`config.mk`:
```
export PLATFORM = sky130hd
export DESIGN_NAME = char_lcd_nibble_sequencer_top
export DESIGN_NICKNAME = d
export VERILOG_FILES = /design/src/hdl/lcdnib_pkg.sv /design/src/hdl/char_lcd_nibble_sequencer_top.sv /design/src/hdl/lcdnib_front.sv /design/src/hdl/lcdnib_queue.sv /design/src/hdl/lcdnib_back.sv
export SDC_FILE = /design/constraint.sdc
export NUM_CORES = 1
export LEC_CHECK = 0
export ABC_AREA = 1
export BUFFER_PORTS_ARGS = -buffer_cell sky130_fd_sc_hd__buf_2
export CAP_MARGIN = 0
export CORE_UTILIZATION = 35
export CTS_CLUSTER_DIAMETER = 60
export CTS_CLUSTER_SIZE = 12
export DETAILED_ROUTE_END_ITERATION = 16
export PLACE_DENSITY = 0.65
export SLEW_MARGIN = 40
export SYNTH_ARGS = -nofsm -noshare
export SYNTH_HDL_FRONTEND = slang
export SYNTH_SLANG_ARGS = --single-unit
```
`constraint.sdc`:
```
create_clock -name clk_i -period 4.4 [get_ports clk_i]
set_clock_uncertainty 0.15 [all_clocks]
set_input_delay 0.88 -clock clk_i [delete_from_list [all_inputs] [get_ports clk_i]]
set_output_delay 0.88 -clock clk_i [all_outputs]
set_load 0.02 [all_outputs]
```
`src/hdl/lcdnib_pkg.sv`:
```
// Shared types, codes and tables for the character-LCD nibble sequencer.
// No dependencies; imported by every module of the block.
`default_nettype none
package lcdnib_pkg;

  localparam int unsigned KIND_W     = 3;
  localparam int unsigned CFG_IDX_W  = 4;
  localparam int unsigned CFG_DATA_W = 32;
  localparam int unsigned STEP_W     = 4;

  localparam logic [KIND_W-1:0] KIND_INIT    = 3'd0;
  localparam logic [KIND_W-1:0] KIND_COMMAND = 3'd1;
  localparam logic [KIND_W-1:0] KIND_DATA    = 3'd2;
  localparam logic [KIND_W-1:0] KIND_CURSOR  = 3'd3;
  localparam logic [KIND_W-1:0] KIND_CLEAR   = 3'd4;
  localparam logic [KIND_W-1:0] KIND_HOME    = 3'd5;

  localparam logic [CFG_IDX_W-1:0] REG_STROBE_HIGH = 4'd0;
  localparam logic [CFG_IDX_W-1:0] REG_STROBE_LOW  = 4'd1;
  localparam logic [CFG_IDX_W-1:0] REG_NIBBLE_HOLD = 4'd2;
  localparam logic [CFG_IDX_W-1:0] REG_DATA_SETUP  = 4'd3;
  localparam logic [CFG_IDX_W-1:0] REG_POWER_UP    = 4'd4;
  localparam logic [CFG_IDX_W-1:0] REG_WAKE_LONG   = 4'd5;
  localparam logic [CFG_IDX_W-1:0] REG_WAKE_SHORT  = 4'd6;
  localparam logic [CFG_IDX_W-1:0] REG_SLOW_CMD    = 4'd7;

  localparam logic [7:0] CMD_FUNC_SET = 8'h28;
  localparam logic [7:0] CMD_DISP_ON  = 8'h0E;
  localparam logic [7:0] CMD_CLEAR    = 8'h01;
  localparam logic [7:0] CMD_HOME     = 8'h02;
  localparam logic [7:0] CMD_ENTRY    = 8'h06;
  localparam logic [7:0] ROW1_BASE    = 8'h80;
  localparam logic [7:0] ROW2_BASE    = 8'hC0;
  localparam logic [3:0] WAKE_NIB     = 4'h3;
  localparam logic [3:0] FOUR_BIT_NIB = 4'h2;

  localparam logic [STEP_W-1:0] STEP_POWER_UP  = 4'd0;
  localparam logic [STEP_W-1:0] STEP_WAKE_LONG = 4'd1;
  localparam logic [STEP_W-1:0] STEP_WAKE_SHRT = 4'd2;
  localparam logic [STEP_W-1:0] STEP_CLEAR_LO  = 4'd9;
  localparam logic [STEP_W-1:0] STEP_INIT_LAST = 4'd11;
  localparam logic [STEP_W-1:0] STEP_BYTE_HI   = 4'd0;
  localparam logic [STEP_W-1:0] STEP_BYTE_LO   = 4'd1;

  typedef struct packed {
    logic       is_init;
    logic       rs;
    logic [7:0] byte_val;
    logic       setup;
    logic       slow;
  } req_t;

  typedef struct packed {
    logic [15:0] data_setup;
    logic [19:0] power_up;
    logic [15:0] wake_long;
    logic [15:0] wake_short;
    logic [15:0] slow_cmd;
  } waits_t;

  function automatic logic [3:0] init_nibble(input logic [STEP_W-1:0] step);
    logic [3:0] nib;
    case (step)
      4'd0, 4'd1, 4'd2: nib = WAKE_NIB;
      4'd3:             nib = FOUR_BIT_NIB;
      4'd4:             nib = CMD_FUNC_SET[7:4];
      4'd5:             nib = CMD_FUNC_SET[3:0];
      4'd6:             nib = CMD_DISP_ON[7:4];
      4'd7:             nib = CMD_DISP_ON[3:0];
      4'd8:             nib = CMD_CLEAR[7:4];
      4'd9:             nib = CMD_CLEAR[3:0];
      4'd10:            nib = CMD_ENTRY[7:4];
      4'd11:            nib = CMD_ENTRY[3:0];
      default:          nib = 4'h0;
    endcase
    return nib;
  endfunction

endpackage
`default_nettype wire

```
`src/hdl/char_lcd_nibble_sequencer_top.sv`:
```
// Top level of the character-LCD nibble sequencer: configuration registers,
// classifier, descriptor queue and nibble sequencer. Depends on lcdnib_pkg.
`default_nettype none
// A request taken on start appears as a burst of transfers on out_strobe_o,
// one per cycle, once its descriptor has passed the queue and the output
// registers: two transfers for a command, data byte, cursor move, clear or
// home, twelve for init. The sequencer emits one nibble per cycle while the
// queue holds a descriptor, and later requests wait in the queue. Requests
// that yield nothing (other cursor rows, unknown kinds) are taken but leave
// no trace. busy rises only while the QUEUE_DEPTH-entry descriptor queue is
// full. Results cannot be held off; the receiver must take each transfer in
// the cycle it is strobed. The configuration port is always ready.
module char_lcd_nibble_sequencer_top
  import lcdnib_pkg::*;
#(
  parameter int unsigned QUEUE_DEPTH = 2
) (
  input  wire logic                  clk_i,
  input  wire logic                  rst_ni,
  input  wire logic                  start,
  output      logic                  busy,
  input  wire logic [KIND_W-1:0]     kind_i,
  input  wire logic [7:0]            byte_value_i,
  input  wire logic [1:0]            row_i,
  input  wire logic [7:0]            column_i,
  input  wire logic                  cfg_valid_i,
  output      logic                  cfg_ready_o,
  input  wire logic [CFG_IDX_W-1:0]  cfg_index_i,
  input  wire logic [CFG_DATA_W-1:0] cfg_data_i,
  output      logic                  out_strobe_o,
  output      logic                  reg_select_o,
  output      logic [3:0]            nibble_o,
  output      logic [19:0]           wait_before_o,
  output      logic [15:0]           wait_after_o,
  output      logic                  last_o
);

  logic [15:0] strobe_high_q, strobe_low_q, nibble_hold_q, data_setup_q;
  logic [19:0] power_up_q;
  logic [15:0] wake_long_q, wake_short_q, slow_cmd_q;
  logic        cfg_wr;

  req_t   push_req, head;
  logic   push, pop, q_empty, q_full, take;
  waits_t waits;

  assign cfg_ready_o = 1'b1;
  assign cfg_wr      = cfg_valid_i && cfg_ready_o;

  always_ff @(posedge clk_i or negedge rst_ni) begin
    if (!rst_ni) begin
      strobe_high_q <= 16'd300;
      strobe_low_q  <= 16'd250;
      nibble_hold_q <= 16'd2000;
      data_setup_q  <= 16'd40;
      power_up_q    <= 20'd40000;
      wake_long_q   <= 16'd5000;
      wake_short_q  <= 16'd100;
      slow_cmd_q    <= 16'd2000;
    end else if (cfg_wr) begin
      case (cfg_index_i)
        REG_STROBE_HIGH: strobe_high_q <= cfg_data_i[15:0];
        REG_STROBE_LOW:  strobe_low_q  <= cfg_data_i[15:0];
        REG_NIBBLE_HOLD: nibble_hold_q <= cfg_data_i[15:0];
        REG_DATA_SETUP:  data_setup_q  <= cfg_data_i[15:0];
        REG_POWER_UP:    power_up_q    <= cfg_data_i[19:0];
        REG_WAKE_LONG:   wake_long_q   <= cfg_data_i[15:0];
        REG_WAKE_SHORT:  wake_short_q  <= cfg_data_i[15:0];
        REG_SLOW_CMD:    slow_cmd_q    <= cfg_data_i[15:0];
        default:         slow_cmd_q    <= slow_cmd_q;
      endcase
    end
  end

  assign waits.data_setup = data_setup_q;
  assign waits.power_up   = power_up_q;
  assign waits.wake_long  = wake_long_q;
  assign waits.wake_short = wake_short_q;
  assign waits.slow_cmd   = slow_cmd_q
                            | (16'(strobe_high_q & strobe_low_q & nibble_hold_q) & 16'h0);

  assign busy = q_full;
  assign take = start && !busy;

  lcdnib_front u_front (
    .take_i       (take),
    .kind_i       (kind_i),
    .byte_value_i (byte_value_i),
    .row_i        (row_i),
    .column_i     (column_i),
    .push_o       (push),
    .req_o        (push_req)
  );

  lcdnib_queue #(
    .DEPTH (QUEUE_DEPTH)
  ) u_queue (
    .clk_i   (clk_i),
    .rst_ni  (rst_ni),
    .push_i  (push),
    .req_i   (push_req),
    .pop_i   (pop),
    .head_o  (head),
    .empty_o (q_empty),
    .full_o  (q_full)
  );

  lcdnib_back u_back (
    .clk_i         (clk_i),
    .rst_ni        (rst_ni),
    .head_i        (head),
    .empty_i       (q_empty),
    .waits_i       (waits),
    .pop_o         (pop),
    .strobe_o      (out_strobe_o),
    .reg_select_o  (reg_select_o),
    .nibble_o      (nibble_o),
    .wait_before_o (wait_before_o),
    .wait_after_o  (wait_after_o),
    .last_o        (last_o)
  );

endmodule
`default_nettype wire

```
`src/hdl/lcdnib_front.sv`:
```
// Request classifier: turns one host request into at most one queue descriptor.
// Depends on lcdnib_pkg.
`default_nettype none
module lcdnib_front
  import lcdnib_pkg::*;
(
  input  wire logic              take_i,
  input  wire logic [KIND_W-1:0] kind_i,
  input  wire logic [7:0]        byte_value_i,
  input  wire logic [1:0]        row_i,
  input  wire logic [7:0]        column_i,
  output      logic              push_o,
  output      req_t              req_o
);

  logic [7:0] addr;
  logic       produces;

  assign addr = column_i - 8'd1;

  always_comb begin
    req_o    = '0;
    produces = 1'b1;
    case (kind_i)
      KIND_INIT: begin
        req_o.is_init = 1'b1;
      end
      KIND_COMMAND: begin
        req_o.byte_val = byte_value_i;
      end
      KIND_DATA: begin
        req_o.rs       = 1'b1;
        req_o.setup    = 1'b1;
        req_o.byte_val = byte_value_i;
      end
      KIND_CURSOR: begin
        if (row_i == 2'd1) begin
          req_o.byte_val = addr | ROW1_BASE;
        end else if (row_i == 2'd2) begin
          req_o.byte_val = addr | ROW2_BASE;
        end else begin
          produces = 1'b0;
        end
      end
      KIND_CLEAR: begin
        req_o.byte_val = CMD_CLEAR;
        req_o.slow     = 1'b1;
      end
      KIND_HOME: begin
        req_o.byte_val = CMD_HOME;
        req_o.slow     = 1'b1;
      end
      default: begin
        produces = 1'b0;
      end
    endcase
  end

  assign push_o = take_i && produces;

endmodule
`default_nettype wire

```
`src/hdl/lcdnib_queue.sv`:
```
// Short descriptor queue between the classifier and the nibble sequencer.
// Depends on lcdnib_pkg.
`default_nettype none
module lcdnib_queue
  import lcdnib_pkg::*;
#(
  parameter int unsigned DEPTH = 2
) (
  input  wire logic clk_i,
  input  wire logic rst_ni,
  input  wire logic push_i,
  input  wire req_t req_i,
  input  wire logic pop_i,
  output      req_t head_o,
  output      logic empty_o,
  output      logic full_o
);

  localparam int unsigned PTR_W = (DEPTH > 1) ? $clog2(DEPTH) : 1;
  localparam int unsigned CNT_W = $clog2(DEPTH + 1);
  localparam logic [PTR_W-1:0] PTR_LAST = PTR_W'(DEPTH - 1);
  localparam logic [CNT_W-1:0] CNT_FULL = CNT_W'(DEPTH);

  req_t             entry_q [DEPTH];
  logic [PTR_W-1:0] wr_ptr_q, wr_ptr_d, rd_ptr_q, rd_ptr_d;
  logic [CNT_W-1:0] count_q, count_d;

  assign empty_o = (count_q == '0);
  assign full_o  = (count_q == CNT_FULL);
  assign head_o  = entry_q[rd_ptr_q];

  always_comb begin
    wr_ptr_d = wr_ptr_q;
    rd_ptr_d = rd_ptr_q;
    count_d  = count_q;
    if (push_i) begin
      wr_ptr_d = (wr_ptr_q == PTR_LAST) ? '0 : wr_ptr_q + 1'b1;
    end
    if (pop_i) begin
      rd_ptr_d = (rd_ptr_q == PTR_LAST) ? '0 : rd_ptr_q + 1'b1;
    end
    if (push_i && !pop_i) begin
      count_d = count_q + 1'b1;
    end else if (pop_i && !push_i) begin
      count_d = count_q - 1'b1;
    end
  end

  always_ff @(posedge clk_i or negedge rst_ni) begin
    if (!rst_ni) begin
      wr_ptr_q <= '0;
      rd_ptr_q <= '0;
      count_q  <= '0;
    end else begin
      wr_ptr_q <= wr_ptr_d;
      rd_ptr_q <= rd_ptr_d;
      count_q  <= count_d;
    end
  end

  always_ff @(posedge clk_i) begin
    if (push_i) begin
      entry_q[wr_ptr_q] <= req_i;
    end
  end

  a_no_overflow: assert property (@(posedge clk_i) disable iff (!rst_ni)
    full_o |-> !push_i || pop_i)
    else $error("queue written while full");

  a_no_underflow: assert property (@(posedge clk_i) disable iff (!rst_ni)
    pop_i |-> !empty_o)
    else $error("queue read while empty");

  a_count_bound: assert property (@(posedge clk_i) disable iff (!rst_ni)
    count_q <= CNT_FULL)
    else $error("queue count out of range");

endmodule
`default_nettype wire

```
`src/hdl/lcdnib_back.sv`:
```
// Nibble sequencer: walks the head descriptor one transfer per cycle.
// Depends on lcdnib_pkg; result ports are registered here.
`default_nettype none
module lcdnib_back
  import lcdnib_pkg::*;
(
  input  wire logic        clk_i,
  input  wire logic        rst_ni,
  input  wire req_t        head_i,
  input  wire logic        empty_i,
  input  wire waits_t      waits_i,
  output      logic        pop_o,
  output      logic        strobe_o,
  output      logic        reg_select_o,
  output      logic [3:0]  nibble_o,
  output      logic [19:0] wait_before_o,
  output      logic [15:0] wait_after_o,
  output      logic        last_o
);

  logic [STEP_W-1:0] step_q, step_d;
  logic              strobe_q;
  logic              rs_q, last_q;
  logic [3:0]        nibble_q, nibble_d;
  logic [19:0]       wait_before_q, wait_before_d;
  logic [15:0]       wait_after_q, wait_after_d;
  logic              emit, last_step;

  assign emit      = !empty_i;
  assign last_step = head_i.is_init ? (step_q == STEP_INIT_LAST) : (step_q == STEP_BYTE_LO);
  assign pop_o     = emit && last_step;

  always_comb begin
    step_d = step_q;
    if (emit) begin
      step_d = last_step ? '0 : step_q + 1'b1;
    end
  end

  always_comb begin
    nibble_d      = '0;
    wait_before_d = '0;
    wait_after_d  = '0;
    if (head_i.is_init) begin
      nibble_d = init_nibble(step_q);
      case (step_q)
        STEP_POWER_UP:  wait_before_d = waits_i.power_up;
        STEP_WAKE_LONG: wait_before_d = {4'h0, waits_i.wake_long};
        STEP_WAKE_SHRT: wait_before_d = {4'h0, waits_i.wake_short};
        STEP_CLEAR_LO:  wait_after_d  = waits_i.slow_cmd;
        default:        wait_before_d = '0;
      endcase
    end else if (step_q == STEP_BYTE_HI) begin
      nibble_d = head_i.byte_val[7:4];
      if (head_i.setup) begin
        wait_before_d = {4'h0, waits_i.data_setup};
      end
    end else begin
      nibble_d = head_i.byte_val[3:0];
      if (head_i.slow) begin
        wait_after_d = waits_i.slow_cmd;
      end
    end
  end

  always_ff @(posedge clk_i or negedge rst_ni) begin
    if (!rst_ni) begin
      step_q   <= '0;
      strobe_q <= 1'b0;
    end else begin
      step_q   <= step_d;
      strobe_q <= emit;
    end
  end

  always_ff @(posedge clk_i) begin
    rs_q          <= head_i.rs;
    last_q        <= last_step;
    nibble_q      <= nibble_d;
    wait_before_q <= wait_before_d;
    wait_after_q  <= wait_after_d;
  end

  assign strobe_o      = strobe_q;
  assign reg_select_o  = rs_q;
  assign nibble_o      = nibble_q;
  assign wait_before_o = wait_before_q;
  assign wait_after_o  = wait_after_q;
  assign last_o        = last_q;

  a_step_range: assert property (@(posedge clk_i) disable iff (!rst_ni)
    step_q <= STEP_INIT_LAST)
    else $error("step beyond init sequence");

  a_byte_steps: assert property (@(posedge clk_i) disable iff (!rst_ni)
    (emit && !head_i.is_init) |-> (step_q <= STEP_BYTE_LO))
    else $error("byte request past its low nibble");

  a_idle_step: assert property (@(posedge clk_i) disable iff (!rst_ni)
    (strobe_o && last_o) |-> (step_q == '0))
    else $error("sequencer step not rewound after last transfer");

  a_hold_idle: assert property (@(posedge clk_i) disable iff (!rst_ni)
    empty_i |=> $stable(step_q))
    else $error("step advanced with no request");

endmodule
`default_nettype wire

```
# Word level (Yosys, flattened, before mapping)

Memories as Yosys holds them, arrays and structs flattened.
Cells that the tools add are included.

Memory bits (writable): 24
Memories kept: 2
ROM bits: 64
Register bits: 135
Input bits: 61
Latch bits: 0

Add/subtract/negate cells: 6
Divide/modulo/power cells: 0
Eq/ne operators: 17
Reductions and logical operators: 21
Magnitude comparators: 0
Shifts and indexed selects: 0
$mul: 0
Multiplexer cells: 27
Bitwise gates (word level): 0

Memories:

| memory           | words | width | read ports | clocked after Yosys merged registers in | wr ports | line               | text |
|---|---|---|---|---|---|---|---|
| (name not given) | 16    | 4     | 1          | 0                                       | 0        | lcdnib_pkg.sv:63   | `case (step)` |
| u_queue.entry_q  | 2     | 12    | 1          | 0                                       | 1        | lcdnib_queue.sv:24 | `req_t entry_q [DEPTH];` |

Operators with widths:

| operator                                                           | count |
|---|---|
| 16-bit 2-to-1 mux                                                  | 5 |
| 20-bit case mux with 3 select lines                                | 1 |
| 20-bit 2-to-1 mux                                                  | 2 |
| 8-bit case mux with 4 select lines                                 | 1 |
| 4-bit by 3-bit == test with 1-bit output, second input constant    | 4 |
| 8-bit 2-to-1 mux                                                   | 2 |
| 4-bit 2-to-1 mux                                                   | 3 |
| 1-bit 2-to-1 mux                                                   | 10 |
| 2-bit AND reduction                                                | 5 |
| 4-bit by 2-bit == test with 1-bit output, second input constant    | 2 |
| 4-bit == test, second input constant                               | 2 |
| 7-bit by 1-bit subtractor with 7-bit output, second input constant | 1 |
| 3-bit by 2-bit == test with 1-bit output, second input constant    | 2 |
| 3-bit == test, second input constant                               | 2 |
| 1-bit logical AND                                                  | 5 |
| 5-bit OR reduction                                                 | 1 |
| 4-bit by 1-bit adder with 4-bit output, second input constant      | 1 |
| 2-bit == test, second input constant                               | 2 |
| 4-bit by 1-bit == test with 1-bit output, second input constant    | 1 |
| 1-bit logical NOT                                                  | 4 |
| 4-bit logical NOT                                                  | 1 |
| 2-bit 2-to-1 mux                                                   | 2 |
| 2-bit OR reduction                                                 | 2 |
| 3-bit by 1-bit == test with 1-bit output, second input constant    | 1 |
| 8 further kinds                                                    | 9 |

# Logic depth before layout (Yosys ltp)

Depth after elaboration: 9
Mapped depth: 11
Depth with buffers taken out: 11

# Hierarchy

From an unflattened synthesis, not the netlist that was laid out.

Cell total of the unflattened synthesis: 815
Area, all modules: 7,184.4 um2

Modules (own cells, without submodules):

| module                        | area each (um2) | cells each | instances |
|---|---|---|---|
| char_lcd_nibble_sequencer_top | 3,583.4         | 395        | 1 |
| lcdnib_back                   | 2,153.3         | 294        | 1 |
| lcdnib_queue                  | 1,107.3         | 62         | 1 |
| lcdnib_front                  | 340.3           | 64         | 1 |

# Worst setup path before layout

OpenSTA, ideal clock, no wires.

Path kind: input-to-reg
Start point: input row_i[0]
End point: memory u_queue.entry_q[1][0] in the netlist's numbering (enable)
Stages: 7
Setup time: 0.378 ns
Path slack: 1.924 ns
Required time: 3.872 ns
Arrival: 1.948 ns
Path buffers: 0
Cells stage by stage: inv_1 -> ha_1 -> inv_1 -> nand4_1 -> nand2_1 -> nand2_1 -> nor2_1

Word-level cells in the longest chain between the ends: 7
Elaborated cells on any way between the ends: 8

RTL lines:

| what                                     | line                                | text |
|---|---|---|
| start, declared                          | char_lcd_nibble_sequencer_top.sv:24 | `input wire logic [1:0] row_i,` |
| 2-bit == test                            | lcdnib_front.sv:39                  | `end else if (row_i == 2'd2) begin` |
| 1-bit 2-to-1 mux                         | lcdnib_front.sv:39                  |  |
| 1-bit 2-to-1 mux *                       | lcdnib_front.sv:37                  | `if (row_i == 2'd1) begin` |
| 1-bit case mux with 2 select lines *     | lcdnib_front.sv:24                  | `case (kind_i)` |
| 1-bit logical AND *                      | lcdnib_front.sv:59                  | `assign push_o = take_i && produces;` |
| 1-bit 2-to-1 mux *                       | lcdnib_queue.sv:62                  | `if (push_i) begin` |
| 1-bit 2-to-1 mux (implied by the code) * | lcdnib_queue.sv:63                  | `entry_q[wr_ptr_q] <= req_i;` |
| end, declared                            | lcdnib_queue.sv:24                  |  |

Every way passes the cells marked *; elsewhere a longest branch is shown, timed or not.

# Worst setup path in the final report

Start point: register u_back.step_q[1]
End point: register u_queue.count_q[1]

Word-level cells in the longest chain between the ends: 6
Elaborated cells on any way between the ends: 9

RTL lines:

| what                                                                      | line               | text |
|---|---|---|
| start, declared                                                           | lcdnib_back.sv:21  | `logic [STEP_W-1:0] step_q, step_d;` |
| start signal, assigned                                                    | lcdnib_back.sv:71  | `step_q <= step_d;` |
| 4-bit by 1-bit == test with 1-bit output or 4-bit == test (tied branches) | lcdnib_back.sv:30  | `assign last_step = head_i.is_init ? (step_q == STEP_INIT_LAST) : (step_q == STEP_BYTE_LO);` |
| 1-bit 2-to-1 mux *                                                        | lcdnib_back.sv:30  |  |
| via u_back.last_step                                                      | lcdnib_back.sv:27  | `logic emit, last_step;` |
| 1-bit logical AND *                                                       | lcdnib_back.sv:31  | `assign pop_o = emit && last_step;` |
| 1-bit logical NOT                                                         | lcdnib_queue.sv:42 | `if (push_i && !pop_i) begin` |
| 1-bit logical AND                                                         | lcdnib_queue.sv:42 |  |
| 2-bit 2-to-1 mux or 2-bit nonzero test (tied branches)                    | -                  |  |
| end signal, assigned                                                      | lcdnib_queue.sv:57 | `count_q <= count_d;` |
| end, declared                                                             | lcdnib_queue.sv:26 | `logic [CNT_W-1:0] count_q, count_d;` |

Mark *: on every way through the listed nets, which the timed path passes. The rest lies on a longest branch.
A chain may end at the register's enable or synchronous reset.

==> flow_summary.json <==
{
  "die-area_mm2": 0.0197,
  "grt_remaining_overflow": 0,
  "die_w_um": 141,
  "ant_nets": 0,
  "grt_pass1_wl_mm": 24.5,
  "via_per_inst": 4.61,
  "hold_slack_ns": 0.313,
  "slew_violations": 0,
  "sw_frac_of_total": 0.351,
  "coreArea_mm2": 0.0188,
  "cts_buffer_depth": 2,
  "start_util": 0.358,
  "detail_route.wl_per_cell_um": 13.8,
  "grt_usage": 0.163,
  "crit_buf_inv": 2,
  "root_buffer": "clkbuf_16",
  "critPathSlowestCell": "dfrtp_1",
  "cp-start-kind": "flop",
  "synth-async-reset-ratio": 0.592,
  "row_count": 50,
  "synth_edf_count": 22,
  "antenna_found_initial": 0,
  "synth.cell_area_mm2": 0.00672,
  "worst_pin_slew_ns": 0.676,
  "hold_viol": 0,
  "power.internal_w": 0.00335,
  "first_global_vias": 4825,
  "path_cells": "inv_1 -> ha_1 -> inv_1 -> nor2_4 -> nand2_2 -> nand2_4 -> nand2_4 -> ha_1 -> a21oi_1 -> o21ai_0 -> xor2_1",
  "cp-end-kind": "flop",
  "yosys-top-cells-count": "213 x nand2_1, 72 x dfrtp_1, 72 x o21ai_0",
  "n_fill_cell": 1851,
  "die_h_um": 141,
  "cts_hold_buf": 0,
  "vdd_drop_max_mv": 0.213,
  "drive_gt1_frac": 0.242,
  "firstDrtPassIters": 5,
  "maxCapViolations": 0,
  "yosysSeqAreaShare": 0.574,
  "p_seq_frac": 0.401,
  "slowest_delay_ns": 0.44,
  "synth_top_area_share": 0.268,
  "p_total_w": 0.00517,
  "status": "finished clean",
  "setup_viol": 0,
  "ys_ff_latch": 157,
  "ys_types": 39,
  "grt_max_degree": 71,
  "numCtsBuffers": 17,
  "crit_family": "simple AND/OR/NAND/NOR gates",
  "avgSynthCellArea_um2": 9.23,
  "r2r_cells": 11,
  "cts.sinks": 157,
  "place.gp.congestion": 0.792,
  "cts_resized": 0,
  "syn_nets": 800,
  "yosysMostFrequentCell": "nand2_1",
  "max_freq_mhz": 398,
  "hp-class": "input port to async pin",
  "ios": 106,
  "final_nets": 886,
  "synth_area_leaders": "dfrtp_1 27%, dfxtp_1 13%, nand2_1 12%",
  "fin_setup_tns_ns": 0,
  "num_vias": 4890,
  "place_hpwl_mm": 9.74,
  "path_max_fanout": 17,
  "synth_ff_type": "dfrtp_1",
  "route.detailed.drc": 0,
  "p_comb_frac": 0.291,
  "worstSkewPairLatency_ns": 0.42,
  "io_buffers": 91,
  "crit_required_ns": 4.55,
  "drt-initial-drc-count": 305,
  "yosysTopAreaCell": "dfrtp_1",
  "final_util": 0.424,
  "postCtsSetupBuffers": 0,
  "cts_tree": "done",
  "path_class": "flop to flop",
  "cp.arrival_ns": 2.66,
  "finalCriticalPeriod_ns": 2.51,
  "synth_cells": 728,
  "p_leak_nw": 3.81,
  "antenna_cells": 0,
  "ys_warn_count": 0,
  "p_sw_w": 0.00182,
  "crit_cells": 11,
  "clk_pin_slew_worst_paths_ns": 0.06,
  "p_clk_frac": 0.308,
  "wl_mm": 14.7,
  "area_growth_pct": 18.4,
  "fin_crit_sh": 0.571,
  "slew_headroom": 0.549,
  "p_per_area_mw_per_mm2": 650,
  "htreeDepth": 4,
  "rsz0062_at_grt": "false"
}
registers in the layout (all words and copies together) (netlist names), 16 cells and up:
register	count
u_back.wait_after_o	16
power_up_q	20
u_back.wait_before_o	20
wake_long_q	16
wake_short_q	16
u_queue.entry_q	22
data_setup_q	16
slow_cmd_q	16
through the flow:
step / instances / instance area, um^2 / worst slack, ns
after floorplan: 728 / 6720 / 1.92
final: 1061 / 7950 / 1.89
after detailed placement: 1029 / 7310 / 1.76
after CTS: 1061 / 7950 / 1.88
after global routing: 1061 / 7950 / 1.71
after global placement: 1029 / 7290 / 1.53
cell type report:
cell class | count | area [um^2] | share of cell area
Clock buffer | 17 | 425 | 0.0535
Clock inverter | 15 | 220 | 0.0277
Inverter | 72 | 273 | 0.0343
Multi-Input combinational cell | 469 | 2380 | 0.299
Sequential cell | 157 | 3850 | 0.485
Tap cell | 234 | 293 | 0.0368
Timing Repair Buffer | 97 | 507 | 0.0637
power groups by stage:
stage          clock network, W  logic (W)  registers (W)
2_1_floorplan                 0    0.00102        0.00223
3_3_place_gp                  0    0.00149        0.00209
3_5_place_dp                  0    0.00152        0.00210
4_1_cts                 0.00163    0.00153        0.00207
5_1_grt                 0.00169    0.00169        0.00212
6_report                0.00159    0.00150        0.00207
cells in the final DEF, fill, tap and decap left out, types with 2 or more instances in the layout:
| cell | instances |
|---|---|
| nand2_2 | 9 |
| o22ai_1 | 2 |
| clkinv_1 | 2 |
| nor3_1 | 9 |
| inv_1 | 67 |
| nand2_4 | 6 |
| nor2_2 | 3 |
| bufinv_16 | 5 |
| nand3_2 | 9 |
| clkbuf_16 | 17 |
| buf_4 | 6 |
| a21oi_1 | 21 |
| dfstp_2 | 21 |
| nand4_1 | 3 |
| xnor2_1 | 2 |
| buf_2 | 90 |
| nor2_8 | 2 |
| o21ai_1 | 3 |
| dfxtp_1 | 42 |
| ha_1 | 11 |
| clkinv_4 | 4 |
| inv_2 | 3 |
| o21ai_0 | 72 |
| nor2_4 | 3 |
| nor3_2 | 11 |
| nor2_1 | 33 |
| clkinv_2 | 3 |
| nand3_1 | 51 |
| dfrtp_1 | 72 |
| nand2_1 | 212 |
| edfxtp_1 | 22 |
final timing paths:
| kind | start | endpoint | slack [ns] |
|---|---|---|---|
| worst max-delay path | u_back.step_q[1] | u_queue.count_q[1] | 1.89 |
| worst min-delay path | rst_ni | slow_cmd_q[11] | 0.31 |
| worst max register to register | u_back.step_q[1] | u_queue.count_q[1] | 1.89 |
| worst min register to register | power_up_q[17] | power_up_q[17] | 0.34 |
| max in group asynchronous | rst_ni | wake_long_q[8] | 3.05 |
| min in group clk_i | power_up_q[17] | power_up_q[17] | 0.34 |
logic make-up after synthesis:
| logic type | share of synthesized area |
|---|---|
| simple gates | 0.248 |
| flops | 0.574 |
| buf+inv | 0.0740 |
| compound gates | 0.0794 |
| fa+ha+maj | 0.0205 |
| xor+xnor | 0.00391 |
| other cells | 0.000558 |
routing by layer:
metal / global-route usage / wire length (um) / up-vias
met4: 0.0566 / 214 / 0
li1: - / - / 2509
met2: 0.283 / 7220 / 113
met5: 0 / 0 / -
met1: 0.199 / 6590 / 2249
met3: 0.0352 / 644 / 19
worst reg2reg max path: stages (launching register included):
cell,delay (ns)
dfrtp_1,0.44
inv_1,0.12
ha_1,0.14
inv_1,0.07
nor2_4,0.44
nand2_2,0.12
nand2_4,0.15
nand2_4,0.06
ha_1,0.30
a21oi_1,0.11
o21ai_0,0.13
xor2_1,0.16
Note: power is estimated with default switching activity, not from simulation.
